File: src/rtl/core/sdr_pkg.sv
// package: types, constants and control structs of the radial search unit
`default_nettype none
package sdr_pkg;

    localparam int MAX_DIM    = 256;
    localparam int RADIUS_CAP = 64;

    localparam int DIM_W      = 9;
    localparam int RAD_W      = 7;
    localparam int POS_W      = 8;
    localparam int PIX_W      = 8;
    localparam int ADDR_W     = 2 * POS_W;
    localparam int CODE_W     = 8;
    localparam int CFG_IDX_W  = 2;
    localparam int CFG_DATA_W = 9;
    localparam int OFS_W      = 8;
    localparam int RING_W     = 8;
    localparam int DIST_W     = 14;
    localparam int SQRT_W     = 23;
    localparam int NUM_W      = 31;
    localparam int DIVR_W     = 8;
    localparam int CNT_W      = 5;
    localparam int VAL_W      = 32;

    localparam logic KIND_WRITE = 1'b0;
    localparam logic KIND_QUERY = 1'b1;

    localparam logic [CFG_IDX_W-1:0] CFG_MAP_WIDTH     = 2'd0;
    localparam logic [CFG_IDX_W-1:0] CFG_MAP_HEIGHT    = 2'd1;
    localparam logic [CFG_IDX_W-1:0] CFG_SEARCH_RADIUS = 2'd2;

    localparam logic [VAL_W-1:0] HALF_Q16 = 32'd32768;
    localparam logic [VAL_W-1:0] MID_Q16  = 32'd8355840;
    localparam logic [VAL_W-1:0] TOP_Q16  = 32'd16711680;

    typedef struct packed {
        logic             kind;
        logic [POS_W-1:0] pos_x;
        logic [POS_W-1:0] pos_y;
        logic [PIX_W-1:0] pixel_value;
    } in_item_t;

    typedef struct packed {
        logic [CODE_W-1:0] distance_code;
        logic              out_of_range;
    } out_item_t;

    typedef struct packed {
        logic mem_write;
        logic accept_query;
        logic latch_centre;
        logic ring_init;
        logic ring_next;
        logic scan_step;
        logic sqrt_init;
        logic sqrt_step;
        logic div_step;
        logic load_out;
    } dp_cmd_t;

    typedef struct packed {
        logic in_oor;
        logic ring_stop;
        logic ring_last;
        logic sqrt_last;
        logic div_last;
        logic out_free;
    } dp_status_t;

endpackage
`default_nettype wire

File: src/rtl/core/sdr_ctrl.sv
// controller: sequences centre read, ring scan, square root, divide and result
`default_nettype none
module sdr_ctrl
    import sdr_pkg::*;
(
    input  wire logic       clk,
    input  wire logic       rst_n,
    input  wire logic       in_valid,
    input  wire logic       in_kind,
    output logic            in_stall,
    input  wire dp_status_t status,
    output dp_cmd_t         cmd
);

    typedef enum logic [7:0] {
        ST_IDLE   = 8'b0000_0001,
        ST_CENTRE = 8'b0000_0010,
        ST_CHECK  = 8'b0000_0100,
        ST_SCAN   = 8'b0000_1000,
        ST_DRAIN  = 8'b0001_0000,
        ST_SQRT   = 8'b0010_0000,
        ST_DIV    = 8'b0100_0000,
        ST_FINISH = 8'b1000_0000
    } state_t;

    state_t state_reg, state_next;

    always_ff @(posedge clk or negedge rst_n)
    begin
        if (!rst_n)
            state_reg <= ST_IDLE;
        else
            state_reg <= state_next;
    end

    assign in_stall = (state_reg != ST_IDLE);

    always_comb
    begin
        cmd        = '0;
        state_next = state_reg;
        case (state_reg)
            ST_IDLE:
            begin
                if (in_valid)
                begin
                    if (in_kind == KIND_WRITE)
                        cmd.mem_write = 1'b1;
                    else
                    begin
                        cmd.accept_query = 1'b1;
                        state_next = status.in_oor ? ST_FINISH : ST_CENTRE;
                    end
                end
            end
            ST_CENTRE:
            begin
                cmd.latch_centre = 1'b1;
                cmd.ring_init    = 1'b1;
                state_next       = ST_CHECK;
            end
            ST_CHECK:
            begin
                if (status.ring_stop)
                begin
                    cmd.sqrt_init = 1'b1;
                    state_next    = ST_SQRT;
                end
                else
                    state_next = ST_SCAN;
            end
            ST_SCAN:
            begin
                cmd.scan_step = 1'b1;
                if (status.ring_last)
                    state_next = ST_DRAIN;
            end
            ST_DRAIN:
            begin
                cmd.ring_next = 1'b1;
                state_next    = ST_CHECK;
            end
            ST_SQRT:
            begin
                cmd.sqrt_step = 1'b1;
                if (status.sqrt_last)
                    state_next = ST_DIV;
            end
            ST_DIV:
            begin
                cmd.div_step = 1'b1;
                if (status.div_last)
                    state_next = ST_FINISH;
            end
            ST_FINISH:
            begin
                if (status.out_free)
                begin
                    cmd.load_out = 1'b1;
                    state_next   = ST_IDLE;
                end
            end
            default:
                state_next = ST_IDLE;
        endcase
    end

endmodule
`default_nettype wire

File: config.mk
export PLATFORM = sky130hd
export DESIGN_NAME = sdr_ctrl
export DESIGN_NICKNAME = d
export VERILOG_FILES = /design/src/rtl/core/sdr_pkg.sv /design/src/rtl/core/sdr_ctrl.sv
export SDC_FILE = /design/constraint.sdc
export NUM_CORES = 1
export LEC_CHECK = 0
export BUFFER_PORTS_ARGS = -buffer_cell sky130_fd_sc_hd__buf_2
export CORE_AREA = 2 2 39 41
export DETAILED_ROUTE_END_ITERATION = 6
export DIE_AREA = 0 0 41 43
export PLACE_DENSITY = 0.69
export SLEW_MARGIN = 25
export SYNTH_ARGS = -nofsm -noshare
export SYNTH_HDL_FRONTEND = slang
export SYNTH_SLANG_ARGS = --single-unit
File: constraint.sdc
create_clock -name clk -period 3.1 [get_ports clk]
set_input_delay 0.31 -clock clk [delete_from_list [all_inputs] [get_ports clk]]
set_output_delay 0.31 -clock clk [all_outputs]
set_load 0.05 [all_outputs]
==> flow_metrics.env <==
export IMPL_result_of_the_run="complete, no violations"
export IMPL_postSynthCellCount=62
export IMPL_worst_path_bufs_invs=1
export IMPL_grt_util_all_layers=0.183
export IMPL_finalHoldViolCount=0
export IMPL_area_growth_synth_to_final_pct=24.7
export IMPL_final_setup_skew_ns=0.00460
export IMPL_cts_hold_repair_buffers=1
export IMPL_timing_critical_path_slowest_stage_cell="sky130_fd_sc_hd__dfrtp_1"
export IMPL_antenna_violations_before_repair=0
export IMPL_cpLargestDelayFamily="simple AND/OR/NAND/NOR gates"
export IMPL_placed_cells_incl_taps=96
export IMPL_vias_per_cell=5.52
export IMPL_netlist_top_cell_by_area="sky130_fd_sc_hd__dfrtp_1"
export IMPL_grt_pass1_wl_mm=2.15
export IMPL_detail_route_first_pass_iterations=4
export IMPL_floorplan_die_area_um2=1760
export IMPL_start_util=0.403
export IMPL_post_cts_buffers=0
export IMPL_synth_most_common_cell="sky130_fd_sc_hd__dfrtp_1"
export IMPL_wl_per_cell_um=12.9
export IMPL_final_instance_count_excl_fill=101
export IMPL_worst_hold_path_type="input pin to register"
export IMPL_nets=96
export IMPL_clk_insertion_delay_late_ns=0.27
export IMPL_drtIter0Drc=18
export IMPL_multi_input_area_um2=315
export IMPL_critPathMaxStageDelay_ns=0.42
export IMPL_post_route_cell_area_um2=696
export IMPL_worstSetupEndpointType="primary output"
export IMPL_grt_overflow_total=0
export IMPL_detail_route_wirelength_mm=1.30
export IMPL_synth_edff_count=0
export IMPL_cts_htree_levels=1
export IMPL_sum_of_negative_setup_slack_ns=0
export IMPL_met1_usage=0.235
export IMPL_achievable_frequency_ghz=0.466
export IMPL_post_dp_hpwl_mm=1.02
export IMPL_cts_tree="yes"
export IMPL_cellLeakagePower_nw=0.385
export IMPL_ys_seq_area_frac=0.361
export IMPL_grt_setup_unrepaired="no"
export IMPL_cts_made_buffers=3
export IMPL_io_pins=21
export IMPL_synth_cell_area_um2=558
export IMPL_async_reset_ff_frac=1.00
export IMPL_grt_util_met3=0.0366
export IMPL_worst_endpoint_required_ns=2.79
export IMPL_core_area_um2=1380
export IMPL_timing_critical_path_from_type="register"
export IMPL_grt_pass1_vias=522
export IMPL_post_synthesis_net_count=72
export IMPL_sequential_cell_area_um2=201
export IMPL_root_buffer="sky130_fd_sc_hd__clkbuf_4"
export IMPL_placed_area_um2=659
export IMPL_placement_rows=14
export IMPL_die_h_um=43
export IMPL_ys_top_cells_by_area="sky130_fd_sc_hd__dfrtp_1 (31%), sky130_fd_sc_hd__dfstp_2 (4.7%), sky130_fd_sc_hd__nand4b_1 (4.7%), sky130_fd_sc_hd__inv_1 (4.0%), sky130_fd_sc_hd__nand2_1 (4.0%)"
export IMPL_n_antenna_cell=0
export IMPL_postCtsResizedCells=0
export IMPL_maxCapViolCount=0
export IMPL_worst_setup_hold_path_clk_slew_ns=0.06
export IMPL_timing_critical_path_fanout_max=6
export IMPL_final_period_utilization=0.693
export IMPL_setup_violations_final=0
export IMPL_synth_main_ff_cell="sky130_fd_sc_hd__dfrtp_1"
export IMPL_synthesis_area_per_instance_um2=9.00
export IMPL_synth_ff_latch_count=8
export IMPL_worst_max_slew_margin_expressed_relative_to_the_limit=0.720
export IMPL_power_per_cell_area_nw_per_um2=713
export IMPL_finalWeightedCongestion=0.770
export IMPL_grt_use_met2=0.275
export IMPL_path_cells="nor4_4 -> nand2_1 -> nor3_1 -> buf_2"
export IMPL_criticalPathCategory="register to primary output"
export IMPL_vias=558
export IMPL_tightest_slew_ns=0.416
export IMPL_cts_num_sinks=8
export IMPL_die_width_um=41
export IMPL_grt_start_max_net_pins=9
export IMPL_synth_top_area_share=0.314
export IMPL_io_buffers=20
export IMPL_vdd_drop_max_uv=456
export IMPL_period_needed_ns=2.15
export IMPL_ys_warnings_count=0
export IMPL_synth_top_cells_by_count="sky130_fd_sc_hd__dfrtp_1 (7), sky130_fd_sc_hd__inv_1 (6), sky130_fd_sc_hd__nand2_1 (6)"
export IMPL_yosys_cell_types_count=31
export IMPL_busiest_layer="met2"
export IMPL_maxSlewViolCount=0
export IMPL_fill_cells=139
export IMPL_remaining_drc_errors=0
export IMPL_ant_nets=0
export IMPL_cts_root_to_sink_buffers=2
export IMPL_worst_ep_arrival_time_ns=1.84
export IMPL_largest_reg_flops=8
export IMPL_share_of_layout_cells_above_drive_strength_1=0.353
## area by class of cell
cell class / instances / share of cell area
Multi-Input combinational cell: 46 / 0.453
Sequential cell: 8 / 0.290
Timing Repair Buffer: 21 / 0.158
Clock buffer: 4 / 0.0378
Inverter: 6 / 0.0324
Tap cell: 16 / 0.0288
## worst reg2reg max path, delay by kind of cell, from the launching register on
kind,cells,cell delay (ns)
compound gates,1,0.08
flops,1,0.44
simple gates,3,1.04
## metrics by stage
step / worst slack [ns] / hold slack, ns / utilization / power, W
3_3_place_gp: 1.24 / 0.163 / 0.476 / 0.000401
4_1_cts: 0.971 / 0.216 / 0.503 / 0.000497
5_1_grt: 0.825 / 0.211 / 0.503 / 0.000532
3_5_place_dp: 1.26 / 0.164 / 0.476 / 0.000406
6_report: 0.952 / 0.210 / 0.503 / 0.000496
2_1_floorplan: 0.787 / 0.0144 / - / 0.000350
## layer usage
| layer | up-vias | wire [µm] |
|---|---|---|
| li1 | 269 | - |
| met1 | 269 | 547 |
| met2 | 17 | 658 |
| met3 | 3 | 71 |
| met4 | 0 | 22 |
| met5 | - | 0 |
## power by group
part	internal, W	total, W	switching (W)	leakage (nW)
Clock	0.0000496	0.0000910	0.0000413	0.0150
Combinational	0.0000892	0.000252	0.000162	0.263
Sequential	0.000125	0.000153	0.0000282	0.107
## cell usage in the layout, fill, tap and decap left out, types with 2 or more instances in the layout
master / n
sky130_fd_sc_hd__nand2_1: 6
sky130_fd_sc_hd__nor3_1: 3
sky130_fd_sc_hd__clkbuf_4: 3
sky130_fd_sc_hd__nand2b_1: 2
sky130_fd_sc_hd__nor4_1: 2
sky130_fd_sc_hd__dfrtp_1: 7
sky130_fd_sc_hd__nand4b_1: 3
sky130_fd_sc_hd__nor2_1: 5
sky130_fd_sc_hd__nor2b_1: 2
sky130_fd_sc_hd__buf_2: 20
sky130_fd_sc_hd__nor3b_1: 2
sky130_fd_sc_hd__and3_1: 2
sky130_fd_sc_hd__inv_1: 6
sky130_fd_sc_hd__o21ai_0: 3
## path summary, 6_finish.rpt
check                                    startpoint                        to  slack (ns)  cells after the start
max                        state_reg[4]$_DFFE_PN0P_                    cmd[3]        0.95                      4
min                                       status[5]  state_reg[1]$_DFFE_PN0P_        0.21                      2
max reg2reg                state_reg[1]$_DFFE_PN0P_  state_reg[7]$_DFFE_PN0P_        1.47                      4
min reg2reg                state_reg[4]$_DFFE_PN0P_  state_reg[3]$_DFFE_PN0P_        0.68                      3
max in group asynchronous                     rst_n  state_reg[0]$_DFFE_PN1P_        2.44                      2
min in group asynchronous                     rst_n  state_reg[7]$_DFFE_PN0P_        0.41                      2
## logic make-up (layout without fill, tap and decap cells)
logic type,after synthesis,count (layout),synth area share
AO/OA/AOI/OAI,11,11,0.155
XOR/XNOR,1,1,0.0157
buffers and inverters,8,31,0.0740
flip-flops,8,8,0.361
AND/OR/NAND/NOR,34,34,0.395
Power figures use the tool's default switching activity.
